$ cat src/jsu_pkg.sv
// ----------------------------------------------------------------------------
// jsu_pkg
// Shared types and constants for the JSON string unescaper.
// ----------------------------------------------------------------------------
package jsu_pkg;

    localparam int MAX_RES    = 5;
    localparam int NUM_W      = $clog2(MAX_RES + 1);
    localparam int FIFO_DEPTH = 4;
    localparam int FIFO_AW    = $clog2(FIFO_DEPTH);
    localparam int FIFO_CW    = $clog2(FIFO_DEPTH + 1);

    localparam logic [7:0] CH_BSLASH = 8'h5C;
    localparam logic [7:0] CH_B      = 8'h62;
    localparam logic [7:0] CH_N      = 8'h6E;
    localparam logic [7:0] CH_R      = 8'h72;
    localparam logic [7:0] CH_T      = 8'h74;
    localparam logic [7:0] CH_F      = 8'h66;
    localparam logic [7:0] CH_U      = 8'h75;
    localparam logic [7:0] CH_UP_A   = 8'h41;
    localparam logic [7:0] CH_UP_Z   = 8'h5A;
    localparam logic [7:0] CC_BS     = 8'h08;
    localparam logic [7:0] CC_LF     = 8'h0A;
    localparam logic [7:0] CC_CR     = 8'h0D;
    localparam logic [7:0] CC_TAB    = 8'h09;
    localparam logic [7:0] CC_FF     = 8'h0C;
    localparam logic [7:0] CASE_BIT  = 8'h20;

    typedef enum logic [1:0] {
        PH_NORMAL,
        PH_BSLASH,
        PH_HEX
    } phase_t;

    // one request: the result bytes caused by one input byte
    typedef struct packed {
        logic [MAX_RES-1:0][7:0] bytes;  // bytes[0] goes out first
        logic [NUM_W-1:0]        num;
        logic                    eos;
        logic                    bare;
    } cmd_t;

endpackage

$ cat src/jsu_front.sv
// ----------------------------------------------------------------------------
// jsu_front
// Escape decoder: takes one raw byte per accept and builds a request with
// the unescaped bytes it produces.
// ----------------------------------------------------------------------------
module jsu_front (
    input  logic          aclk,
    input  logic          aresetn,
    input  logic          in_accept,
    input  logic [7:0]    in_byte,
    input  logic          first_item,
    input  logic          last_item,
    input  logic          quoted,
    output logic          push,
    output jsu_pkg::cmd_t push_cmd
);
    import jsu_pkg::*;

    phase_t          phase_reg, phase_next, ph;
    logic [1:0]      cnt_reg, cnt_next, cnt;
    logic            strip_reg, strip_next, strip;
    logic [2:0][7:0] held_reg, held_next, held;
    logic            run_proc;
    logic [15:0]     code;
    cmd_t            c;

    function automatic logic is_hex(logic [7:0] b);
        return b inside {[8'h30:8'h39], [8'h41:8'h46], [8'h61:8'h66]};
    endfunction

    function automatic logic [3:0] hex_val(logic [7:0] b);
        return b[6] ? 4'(b[3:0] + 4'd9) : b[3:0];
    endfunction

    function automatic cmd_t put(cmd_t ci, logic [7:0] b);
        cmd_t co;
        co = ci;
        co.bytes[co.num] = b;
        co.num = co.num + NUM_W'(1);
        return co;
    endfunction

    function automatic cmd_t put_flush(cmd_t ci, logic [2:0][7:0] h, logic [1:0] n);
        cmd_t co;
        co = put(ci, CH_U);
        for (int i = 0; i < 3; i++) begin
            if (2'(i) < n) begin
                co = put(co, h[i]);
            end
        end
        return co;
    endfunction

    function automatic cmd_t put_utf8(cmd_t ci, logic [15:0] v);
        cmd_t co;
        co = ci;
        if (v < 16'h0080) begin
            co = put(co, v[7:0]);
        end else if (v < 16'h0800) begin
            co = put(co, {3'b110, v[10:6]});
            co = put(co, {2'b10, v[5:0]});
        end else begin
            co = put(co, {4'b1110, v[15:12]});
            co = put(co, {2'b10, v[11:6]});
            co = put(co, {2'b10, v[5:0]});
        end
        return co;
    endfunction

    always_comb begin
        c     = '0;
        ph    = phase_reg;
        cnt   = cnt_reg;
        strip = strip_reg;
        held  = held_reg;
        code  = {hex_val(held_reg[0]), hex_val(held_reg[1]),
                 hex_val(held_reg[2]), hex_val(in_byte)};
        if (first_item) begin
            ph    = PH_NORMAL;
            cnt   = '0;
            strip = quoted;
        end
        run_proc = last_item ? !strip : !(first_item && strip);

        if (run_proc) begin
            case (ph)
                PH_BSLASH: begin
                    ph = PH_NORMAL;
                    case (in_byte)
                        CH_B:    c = put(c, CC_BS);
                        CH_N:    c = put(c, CC_LF);
                        CH_R:    c = put(c, CC_CR);
                        CH_T:    c = put(c, CC_TAB);
                        CH_F:    c = put(c, CC_FF);
                        CH_U: begin
                            ph  = PH_HEX;
                            cnt = '0;
                        end
                        default: c = put(c, in_byte);
                    endcase
                end
                PH_HEX: begin
                    if (is_hex(in_byte)) begin
                        if (cnt == 2'd3) begin
                            c   = put_utf8(c, code);
                            cnt = '0;
                            ph  = PH_NORMAL;
                        end else begin
                            held[cnt] = in_byte;
                            cnt       = cnt + 2'd1;
                        end
                    end else begin
                        c   = put_flush(c, held, cnt);
                        cnt = '0;
                        if (in_byte == CH_BSLASH) begin
                            ph = PH_BSLASH;
                        end else begin
                            ph = PH_NORMAL;
                            c  = put(c, in_byte);
                        end
                    end
                end
                default: begin
                    if (in_byte == CH_BSLASH) begin
                        ph = PH_BSLASH;
                    end else begin
                        c = put(c, in_byte);
                    end
                end
            endcase
        end

        if (last_item) begin
            if (ph == PH_BSLASH && strip) begin
                c = put(c, in_byte);
            end else if (ph == PH_HEX) begin
                c = put_flush(c, held, cnt);
            end
            if (c.num == '0) begin
                c.num  = NUM_W'(1);
                c.bare = 1'b1;
            end
            c.eos = 1'b1;
            ph    = PH_NORMAL;
            cnt   = '0;
            strip = 1'b0;
        end

        phase_next = ph;
        cnt_next   = cnt;
        strip_next = strip;
        held_next  = held;
    end

    assign push     = in_accept && (c.num != '0);
    assign push_cmd = c;

    always_ff @(posedge aclk) begin
        if (!aresetn) begin
            phase_reg <= PH_NORMAL;
            cnt_reg   <= '0;
            strip_reg <= 1'b0;
        end else if (in_accept) begin
            phase_reg <= phase_next;
            cnt_reg   <= cnt_next;
            strip_reg <= strip_next;
        end
    end

    always_ff @(posedge aclk) begin
        if (in_accept) begin
            held_reg <= held_next;
        end
    end

endmodule

$ cat src/jsu_cmd_fifo.sv
// ----------------------------------------------------------------------------
// jsu_cmd_fifo
// Short request queue between the escape decoder and the byte sender.
// ----------------------------------------------------------------------------
module jsu_cmd_fifo (
    input  logic          aclk,
    input  logic          aresetn,
    input  logic          push,
    input  jsu_pkg::cmd_t push_cmd,
    output logic          full,
    input  logic          pop,
    output jsu_pkg::cmd_t pop_cmd,
    output logic          empty
);
    import jsu_pkg::*;

    cmd_t               mem_reg [FIFO_DEPTH];
    logic [FIFO_AW-1:0] wr_ptr_reg, wr_ptr_next;
    logic [FIFO_AW-1:0] rd_ptr_reg, rd_ptr_next;
    logic [FIFO_CW-1:0] count_reg, count_next;

    assign full    = (count_reg == FIFO_CW'(FIFO_DEPTH));
    assign empty   = (count_reg == '0);
    assign pop_cmd = mem_reg[rd_ptr_reg];

    always_comb begin
        wr_ptr_next = wr_ptr_reg;
        rd_ptr_next = rd_ptr_reg;
        count_next  = count_reg;
        if (push) begin
            wr_ptr_next = (wr_ptr_reg == FIFO_AW'(FIFO_DEPTH - 1)) ? '0 :
                          wr_ptr_reg + FIFO_AW'(1);
        end
        if (pop) begin
            rd_ptr_next = (rd_ptr_reg == FIFO_AW'(FIFO_DEPTH - 1)) ? '0 :
                          rd_ptr_reg + FIFO_AW'(1);
        end
        if (push && !pop) begin
            count_next = count_reg + FIFO_CW'(1);
        end else if (pop && !push) begin
            count_next = count_reg - FIFO_CW'(1);
        end
    end

    always_ff @(posedge aclk) begin
        if (!aresetn) begin
            wr_ptr_reg <= '0;
            rd_ptr_reg <= '0;
            count_reg  <= '0;
        end else begin
            wr_ptr_reg <= wr_ptr_next;
            rd_ptr_reg <= rd_ptr_next;
            count_reg  <= count_next;
        end
    end

    always_ff @(posedge aclk) begin
        if (push) begin
            mem_reg[wr_ptr_reg] <= push_cmd;
        end
    end

endmodule

$ cat src/jsu_back.sv
// ----------------------------------------------------------------------------
// jsu_back
// Byte sender: unpacks queued requests onto the output stream, one byte
// per transfer, with optional ASCII lowercasing.
// ----------------------------------------------------------------------------
module jsu_back (
    input  logic          aclk,
    input  logic          aresetn,
    input  logic          lower,
    input  logic          empty,
    input  jsu_pkg::cmd_t pop_cmd,
    output logic          pop,
    output logic          m_tvalid,
    input  logic          m_tready,
    output logic [7:0]    m_tdata,
    output logic          m_tlast,
    output logic [0:0]    m_tuser
);
    import jsu_pkg::*;

    logic             busy_reg, busy_next;
    cmd_t             cur_reg, cur_next;
    logic [NUM_W-1:0] rem_reg, rem_next;
    logic             hs;
    logic             free;
    logic [7:0]       b0;

    assign hs   = busy_reg && m_tready;
    assign free = !busy_reg || (hs && rem_reg == NUM_W'(1));
    assign pop  = free && !empty;

    always_comb begin
        busy_next = busy_reg;
        cur_next  = cur_reg;
        rem_next  = rem_reg;
        if (free) begin
            busy_next = !empty;
            cur_next  = pop_cmd;
            rem_next  = pop_cmd.num;
        end else if (hs) begin
            cur_next.bytes = {8'h00, cur_reg.bytes[MAX_RES-1:1]};
            rem_next       = rem_reg - NUM_W'(1);
        end
    end

    always_ff @(posedge aclk) begin
        if (!aresetn) begin
            busy_reg <= 1'b0;
        end else begin
            busy_reg <= busy_next;
        end
    end

    always_ff @(posedge aclk) begin
        cur_reg <= cur_next;
        rem_reg <= rem_next;
    end

    assign b0       = cur_reg.bytes[0];
    assign m_tvalid = busy_reg;
    assign m_tdata  = (lower && b0 >= CH_UP_A && b0 <= CH_UP_Z) ? (b0 | CASE_BIT) : b0;
    assign m_tlast  = cur_reg.eos && (rem_reg == NUM_W'(1));
    assign m_tuser  = !cur_reg.bare;

endmodule

$ cat src/json_string_unescape.sv
// ----------------------------------------------------------------------------
// json_string_unescape
// Streaming JSON string unescaper: one raw byte in, zero to five bytes out.
// Path: a request is written to the queue, then loaded into the sender register.
// Throughput: one input byte per cycle while the 4-deep request queue has
// room; output runs at one byte per cycle while m_tready is high, so an
// input producing N bytes (N up to 5) holds the sender for N transfers.
// Reset: synchronous active-low aresetn clears escape state, queue and
// output valid, and sets lowercase_output to 0.
// ----------------------------------------------------------------------------
module json_string_unescape (
    input  logic       aclk,
    input  logic       aresetn,
    input  logic       cfg_we,
    input  logic       cfg_wdata,     // lowercase_output
    input  logic       s_tvalid,
    output logic       s_tready,
    input  logic [7:0] s_tdata,       // [7:0] in_byte
    input  logic       s_tlast,       // last_item
    input  logic [1:0] s_tuser,       // [0] first_item, [1] quoted
    output logic       m_tvalid,
    input  logic       m_tready,
    output logic [7:0] m_tdata,       // [7:0] out_byte
    output logic       m_tlast,       // end_of_string
    output logic [0:0] m_tuser        // [0] byte_valid
);
    import jsu_pkg::*;

    logic lower_reg;
    logic in_accept;
    logic push, pop, full, empty;
    cmd_t push_cmd, pop_cmd;

    assign s_tready  = !full;
    assign in_accept = s_tvalid && s_tready;

    always_ff @(posedge aclk) begin
        if (!aresetn) begin
            lower_reg <= 1'b0;
        end else if (cfg_we) begin
            lower_reg <= cfg_wdata;
        end
    end

    jsu_front u_front (
        .aclk       (aclk),
        .aresetn    (aresetn),
        .in_accept  (in_accept),
        .in_byte    (s_tdata),
        .first_item (s_tuser[0]),
        .last_item  (s_tlast),
        .quoted     (s_tuser[1]),
        .push       (push),
        .push_cmd   (push_cmd)
    );

    jsu_cmd_fifo u_fifo (
        .aclk     (aclk),
        .aresetn  (aresetn),
        .push     (push),
        .push_cmd (push_cmd),
        .full     (full),
        .pop      (pop),
        .pop_cmd  (pop_cmd),
        .empty    (empty)
    );

    jsu_back u_back (
        .aclk     (aclk),
        .aresetn  (aresetn),
        .lower    (lower_reg),
        .empty    (empty),
        .pop_cmd  (pop_cmd),
        .pop      (pop),
        .m_tvalid (m_tvalid),
        .m_tready (m_tready),
        .m_tdata  (m_tdata),
        .m_tlast  (m_tlast),
        .m_tuser  (m_tuser)
    );

    a_bare_is_end: assert property (@(posedge aclk) disable iff (!aresetn)
        (m_tvalid && !m_tuser[0]) |-> (m_tlast && m_tdata == 8'h00))
        else $error("bare marker not at end of string");

    a_lowercase: assert property (@(posedge aclk) disable iff (!aresetn)
        (m_tvalid && lower_reg) |-> !(m_tdata >= CH_UP_A && m_tdata <= CH_UP_Z))
        else $error("uppercase byte emitted in lowercase mode");

    a_last_pushes: assert property (@(posedge aclk) disable iff (!aresetn)
        (in_accept && s_tlast) |-> push)
        else $error("end of string produced no request");

endmodule
$ cat config.mk
export PLATFORM = sky130hd
export DESIGN_NAME = json_string_unescape
export DESIGN_NICKNAME = d
export VERILOG_FILES = /design/src/jsu_pkg.sv /design/src/jsu_front.sv /design/src/jsu_cmd_fifo.sv /design/src/jsu_back.sv /design/src/json_string_unescape.sv
export SDC_FILE = /design/constraint.sdc
export NUM_CORES = 1
export LEC_CHECK = 0
export BUFFER_PORTS_ARGS = -buffer_cell sky130_fd_sc_hd__buf_2
export CORE_MARGIN = 5
export CORE_UTILIZATION = 59
export CTS_BUF_LIST = sky130_fd_sc_hd__clkbuf_8
export CTS_CLUSTER_SIZE = 12
export DETAILED_ROUTE_END_ITERATION = 6
export GPL_TIMING_DRIVEN = 0
export PLACE_DENSITY = 0.79
export REMOVE_ABC_BUFFERS = 1
export SYNTH_ARGS = -nofsm -noshare
export SYNTH_HDL_FRONTEND = slang
export SYNTH_SLANG_ARGS = --single-unit
export TNS_END_PERCENT = 5
$ cat constraint.sdc
create_clock -name aclk -period 6.82 [get_ports aclk]
set_input_delay 1.023 -clock aclk [delete_from_list [all_inputs] [get_ports aclk]]
set_output_delay 1.023 -clock aclk [all_outputs]
set_load 0.05 [all_outputs]
### After elaboration in Yosys (flattened, before gate mapping)

Memories as Yosys holds them, arrays and structs flattened. A register that Yosys moved wholly into a read port is not among the register bits.
Cells that the tools add are included.

* register bits: 83
* memory bits (writable): 180
* output and inout port bits: 12
* word-level logic and storage cells: 226
* memories kept: 1

* $add $sub $neg: 17
* $lt $le $gt $ge: 32
* equal/unequal tests: 16
* mux-type cells: 100
* bitwise operators: 3
* reduce and logical (&&, ||, !) cells: 38

Memory list
* u_fifo.mem_reg: words 4, width 45, rd ports 1, clocked after memory_dff 1, write ports 1, RTL line jsu_cmd_fifo.sv:17 `cmd_t mem_reg [FIFO_DEPTH];`

Operator list (count)
* $mux 45: 29
* $bwmux 40: 7
* $demux 8 s3: 7
* $mux 24: 4
* $pmux 45 s2: 1
* $mux 40: 2
* $pmux 13 s6: 1
* $mux 8: 8
* $eq 8x7->1 const B: 7
* $mux 2: 17
* $mux 29: 1
* $lt 3x4->1 const B: 7
* $or 25x25->25: 1
* $add 3x1->3 const B: 8
* $bwmux 24: 1
* $ge 8x7->1 const B: 3
* $le 8x7->1 const B: 3
* $logic_and 1x1->1: 23
* $ge 3x1->1 const B: 7
* $mux 21: 1
* $add 4x4->4 const B: 4
* $demux 8 s2: 1
* $lt 16x12->1 const B: 1
* $lt 16x8->1 const B: 1
* other kinds (25): 61

### Depth between registers and ports, before layout

* depth after elaboration: 71
* gate-level depth with buffers: 31
* gate-level depth less buffers: 27

### Cells and area by module

From an unflattened synthesis, not the netlist that was laid out.

* cell total of the unflattened synthesis: 1275
* area total of the unflattened synthesis: 15247.1 um^2

By module, submodules not included
* jsu_cmd_fifo: instances 1, cells each 279, area each 7011.7 um^2, sequential area each 5585.4 um^2
* jsu_front: instances 1, cells each 872, area each 6029.5 um^2, sequential area each 820.8 um^2
* jsu_back: instances 1, cells each 119, area each 2159.6 um^2, sequential area each 1371.3 um^2
* json_string_unescape: instances 1, cells each 5, area each 46.3 um^2, sequential area each 20.0 um^2

### Worst setup path after synthesis

Ideal clock, no wire load.

* path type: input to register
* start point: input s_tdata[0]
* end point: memory u_fifo.mem_reg[0][0] in the netlist's numbering, enable pin
* library setup time: 407 ps
* data arrival time: 6897 ps
* data required time: 6413 ps
* slack: -484 ps
* stages on the path: 25
* buffers on the path: 4
* cells stage by stage: clkbuf_1 -> inv_1 -> ha_1 -> nor4b_2 -> nor4b_1 -> a221oi_2 -> o2111a_1 -> nor3_4 -> buf_2 -> ha_1 -> clkbuf_1 -> xnor2_1 -> ha_1 -> nand2_1 -> o21ai_0 -> ha_1 -> and2_1 -> o21ai_0 -> o221a_2 -> xor2_1 -> o21a_1 -> o21ai_1 -> o31a_1 -> buf_2 -> and2_1

RTL lines
* from (decl): RTL line json_string_unescape.sv:18 `input logic [7:0] s_tdata,`
* to (decl): RTL line jsu_cmd_fifo.sv:17

==> run_results.csv <==
group,metric,value,unit
outcome,run_status,"complete, but fails checks",
outcome,violations,"design-rule violations",
routing,wl_per_cell,24.4,µm
synth,ys_seq_area_share,51.8,%
die,die_area,28800,µm²
final_layout,drive_gt1_share,19.8,%
clock_network,h-tree-depth,2,
die,core_region_area,25200,µm²
setup_path,timing.critical_path.slowest_cell_delay,0.43,ns
final_layout,nNetsFinal,1364,
setup_path,worstSetupPathType,"in -> reg",
sta,post-route-period-util,97.0,%
sta,clock_skew,0.0223,ns
clock_network,cts_tree,"yes",
clock_network,post_cts_hold_buffer_count,0,
min_path,timing.hold.worst.class,"reg -> reg",
synth,synthDominantCellAreaShare,49.7,%
clock_network,clock-root-buffer,"clkbuf_8",
sta,period_needed,6.61,ns
routing,via_count_of_the_routed_design,11477,
placed_design,routability_congestion_estimate_from_global_placement,1.02,
pwr,power_per_cell_area,278,nW/µm²
synth,ys_ff_latch,265,
setup_path,worstSetupEndpointType,"flip-flop",
placed_design,place_hpwl,27400,µm
grt,grt.overflow.total,0,
sta,actual_transition_at_the_worst_max_transition_pin,1.33,ns
die,io-pin-count,29,
sta,finalHoldViolations,0,
routing,route.detailed.vias_per_inst,6.83,
setup_path,cp_slowest_cell,"fa_1",
synth,ys_top_cells_by_area,"edfxtp_1, mux4_2, nand2_1",
synth,synth.yosys.warnings,0,
setup_path,critical_path_peak_fanout,15,
sta,setup-tns-final,0,ns
setup_path,worst_path_most_repeated_cell,"buf_4",
die,floorplan.initialDensity,59.8,%
clock_network,clkLatencyLatePin,0.55,ns
grt,largest_net_degree_at_the_start_of_global_routing,48,
final_layout,final_area,16600,µm²
sta,setup_viol,0,
final_layout,largest_register_ffs,180,
routing,drt_pre_antenna_iters,7,
pwr,irDropWorstVdd,0.307,mV
routing,remaining_drc_errors,5,
routing,detail-route-antenna-nets,0,
sta,slew_viol_final,0,
synth,synth_cell_area,15100,µm²
grt,globalRouteTotalUtil,28.0,%
placed_design,detailed_place.area,15500,µm²
synth,synth_area_leader_cell,"edfxtp_1",
die,die_x,170,µm
pwr,power.leakage,5.75,nW
synth,async_flop_share,0,%
sta,slew_headroom,11.3,%
setup_path,worst_setup_path_start_kind,"input port",
clock_network,numCtsBuffers,42,
clock_network,clock_sink_count,265,
clock_network,clkTransAtPathRegs,0.06,ns
routing,drt_iter0_drc,1805,
routing,route.final.wire_length,40900,µm
grt,grt_pass1_wl,62700,µm
pwr,total_power,0.00462,W
synth,synthesis.area_per_instance,11.5,µm²
grt,first_global_vias,11049,
final_layout,nFillCells,1807,
sta,achievable-frequency,0.151,GHz
grt,antenna_found_initial,0,
final_layout,syn_to_final_growth,10.3,%
synth,synth_cell_type_count,94,
setup_path,crit_arrival,7.08,ns
placed_design,io_buffer_count,28,
clock_network,clock_path_buffers,3,
die,core.rowCount,58,
synth,synth_top_flop_cell,"edfxtp_1",
setup_path,cp_data_required_time,7.28,ns
synth,syn-instance-count,1308,
final_layout,antenna_cells,0,
job,max-cap-violations,0,
die,die_h,170,µm
synth,count_of_flip_flops_with_a_built_in_enable_after_synthesis,249,
[path summary, 6_finish.rpt]
path,from,to,slack (ns),depth (start not counted)
setup / recovery,s_tdata[1],u_fifo.count_reg[2],0.21,30
hold / removal,u_fifo.wr_ptr_reg[1],u_fifo.wr_ptr_reg[1],0.51,2
setup reg to reg,u_front.held_reg[0],u_fifo.count_reg[2],0.36,26
hold reg to reg,u_fifo.wr_ptr_reg[1],u_fifo.wr_ptr_reg[1],0.51,2
[worst max-delay path: cells and delay by family]
kind            cells  cell delay, ns
fa+ha+maj           6            1.80
buf+inv             6            0.92
simple gates        5            0.78
compound gates     10            2.03
xor+xnor            3            0.50
[repair_timing]
item	in CTS	in global routing
gates resized for setup	25	19
hold endpoints to repair	0	0
setup endpoints to repair	345	135
pin swaps	8	8
buffers inserted	12	8
gates cloned	1	0
[layout make-up]
cell class / instances / area [µm²] / area share (%)
Tap cell: 330 / 413 / 2.49
Multi-Input combinational cell: 900 / 6850 / 41.3
Clock inverter: 34 / 203 / 1.22
Clock buffer: 43 / 592 / 3.57
Inverter: 49 / 200 / 1.21
Timing Repair Buffer: 60 / 537 / 3.23
Sequential cell: 265 / 7800 / 47.0
[metrics by stage]
stage | instances | util [%] | hold slack (ns) | setup WS [ns]
global route | 1681 | 65.9 | 0.552 | -0.0923
finish | 1681 | 65.9 | 0.508 | 0.205
detailed placement | 1583 | 61.4 | 0.500 | -2.24
floorplan | 1213 | - | 0.468 | -0.685
global placement | 1571 | 60.3 | 0.477 | -3.45
CTS | 1673 | 65.4 | 0.511 | 0.0225
[power breakdown]
group          internal [W]  switching, W  total, W
combinational      0.000525      0.000615   0.00114
sequential          0.00209      0.000108   0.00220
clock              0.000669      0.000612   0.00128
[cell usage in the layout (no fill, tap or decap), drive strengths merged, types with 21 or more instances in the layout]
cell type  instances
nor3              32
mux4              45
buf               59
nand2            126
nor2              92
edfxtp           249
a22oi             21
clkbuf            44
inv               60
mux2i             31
o211ai            21
mux2              40
a21oi             70
ha                28
and2              22
nand3             24
o21ai             96
[logic make-up (layout without fill, tap and decap cells)]
group	Yosys count	count (layout)	synth area share (%)
and+or+nand+nor	386	386	13.0
AOI/OAI and AO/OA	345	346	15.5
DFF	265	265	51.8
buffers and inverters	144	186	4.01
adders and majority gates	29	29	2.46
xor gates and xnor gates	23	23	1.48
muxes	116	116	11.8
[cell usage after synthesis, types with 21 or more instances]
cell type / count
o21ai_1: 29
nand3_1: 23
mux2_2: 40
clkbuf_1: 57
inv_1: 45
nor2_1: 92
a22oi_1: 21
mux4_2: 45
edfxtp_1: 249
a21oi_1: 70
nand2_1: 126
o21ai_0: 67
ha_1: 28
nor3_1: 28
mux2i_1: 31
[layer usage]
| layer | up-vias | global-route usage (%) | routed length [µm] | part of all wire, % |
|---|---|---|---|---|
| met1 | 5560 | 39.7 | 16500 | 40 |
| met5 | - | 0 | 0 | 0 |
| met3 | 123 | 5.61 | 4290 | 10 |
| li1 | 5073 | - | - | - |
| met4 | 0 | 9.07 | 1280 | 3.1 |
| met2 | 721 | 43.8 | 18900 | 46 |
Power figures use the tool's default switching activity.
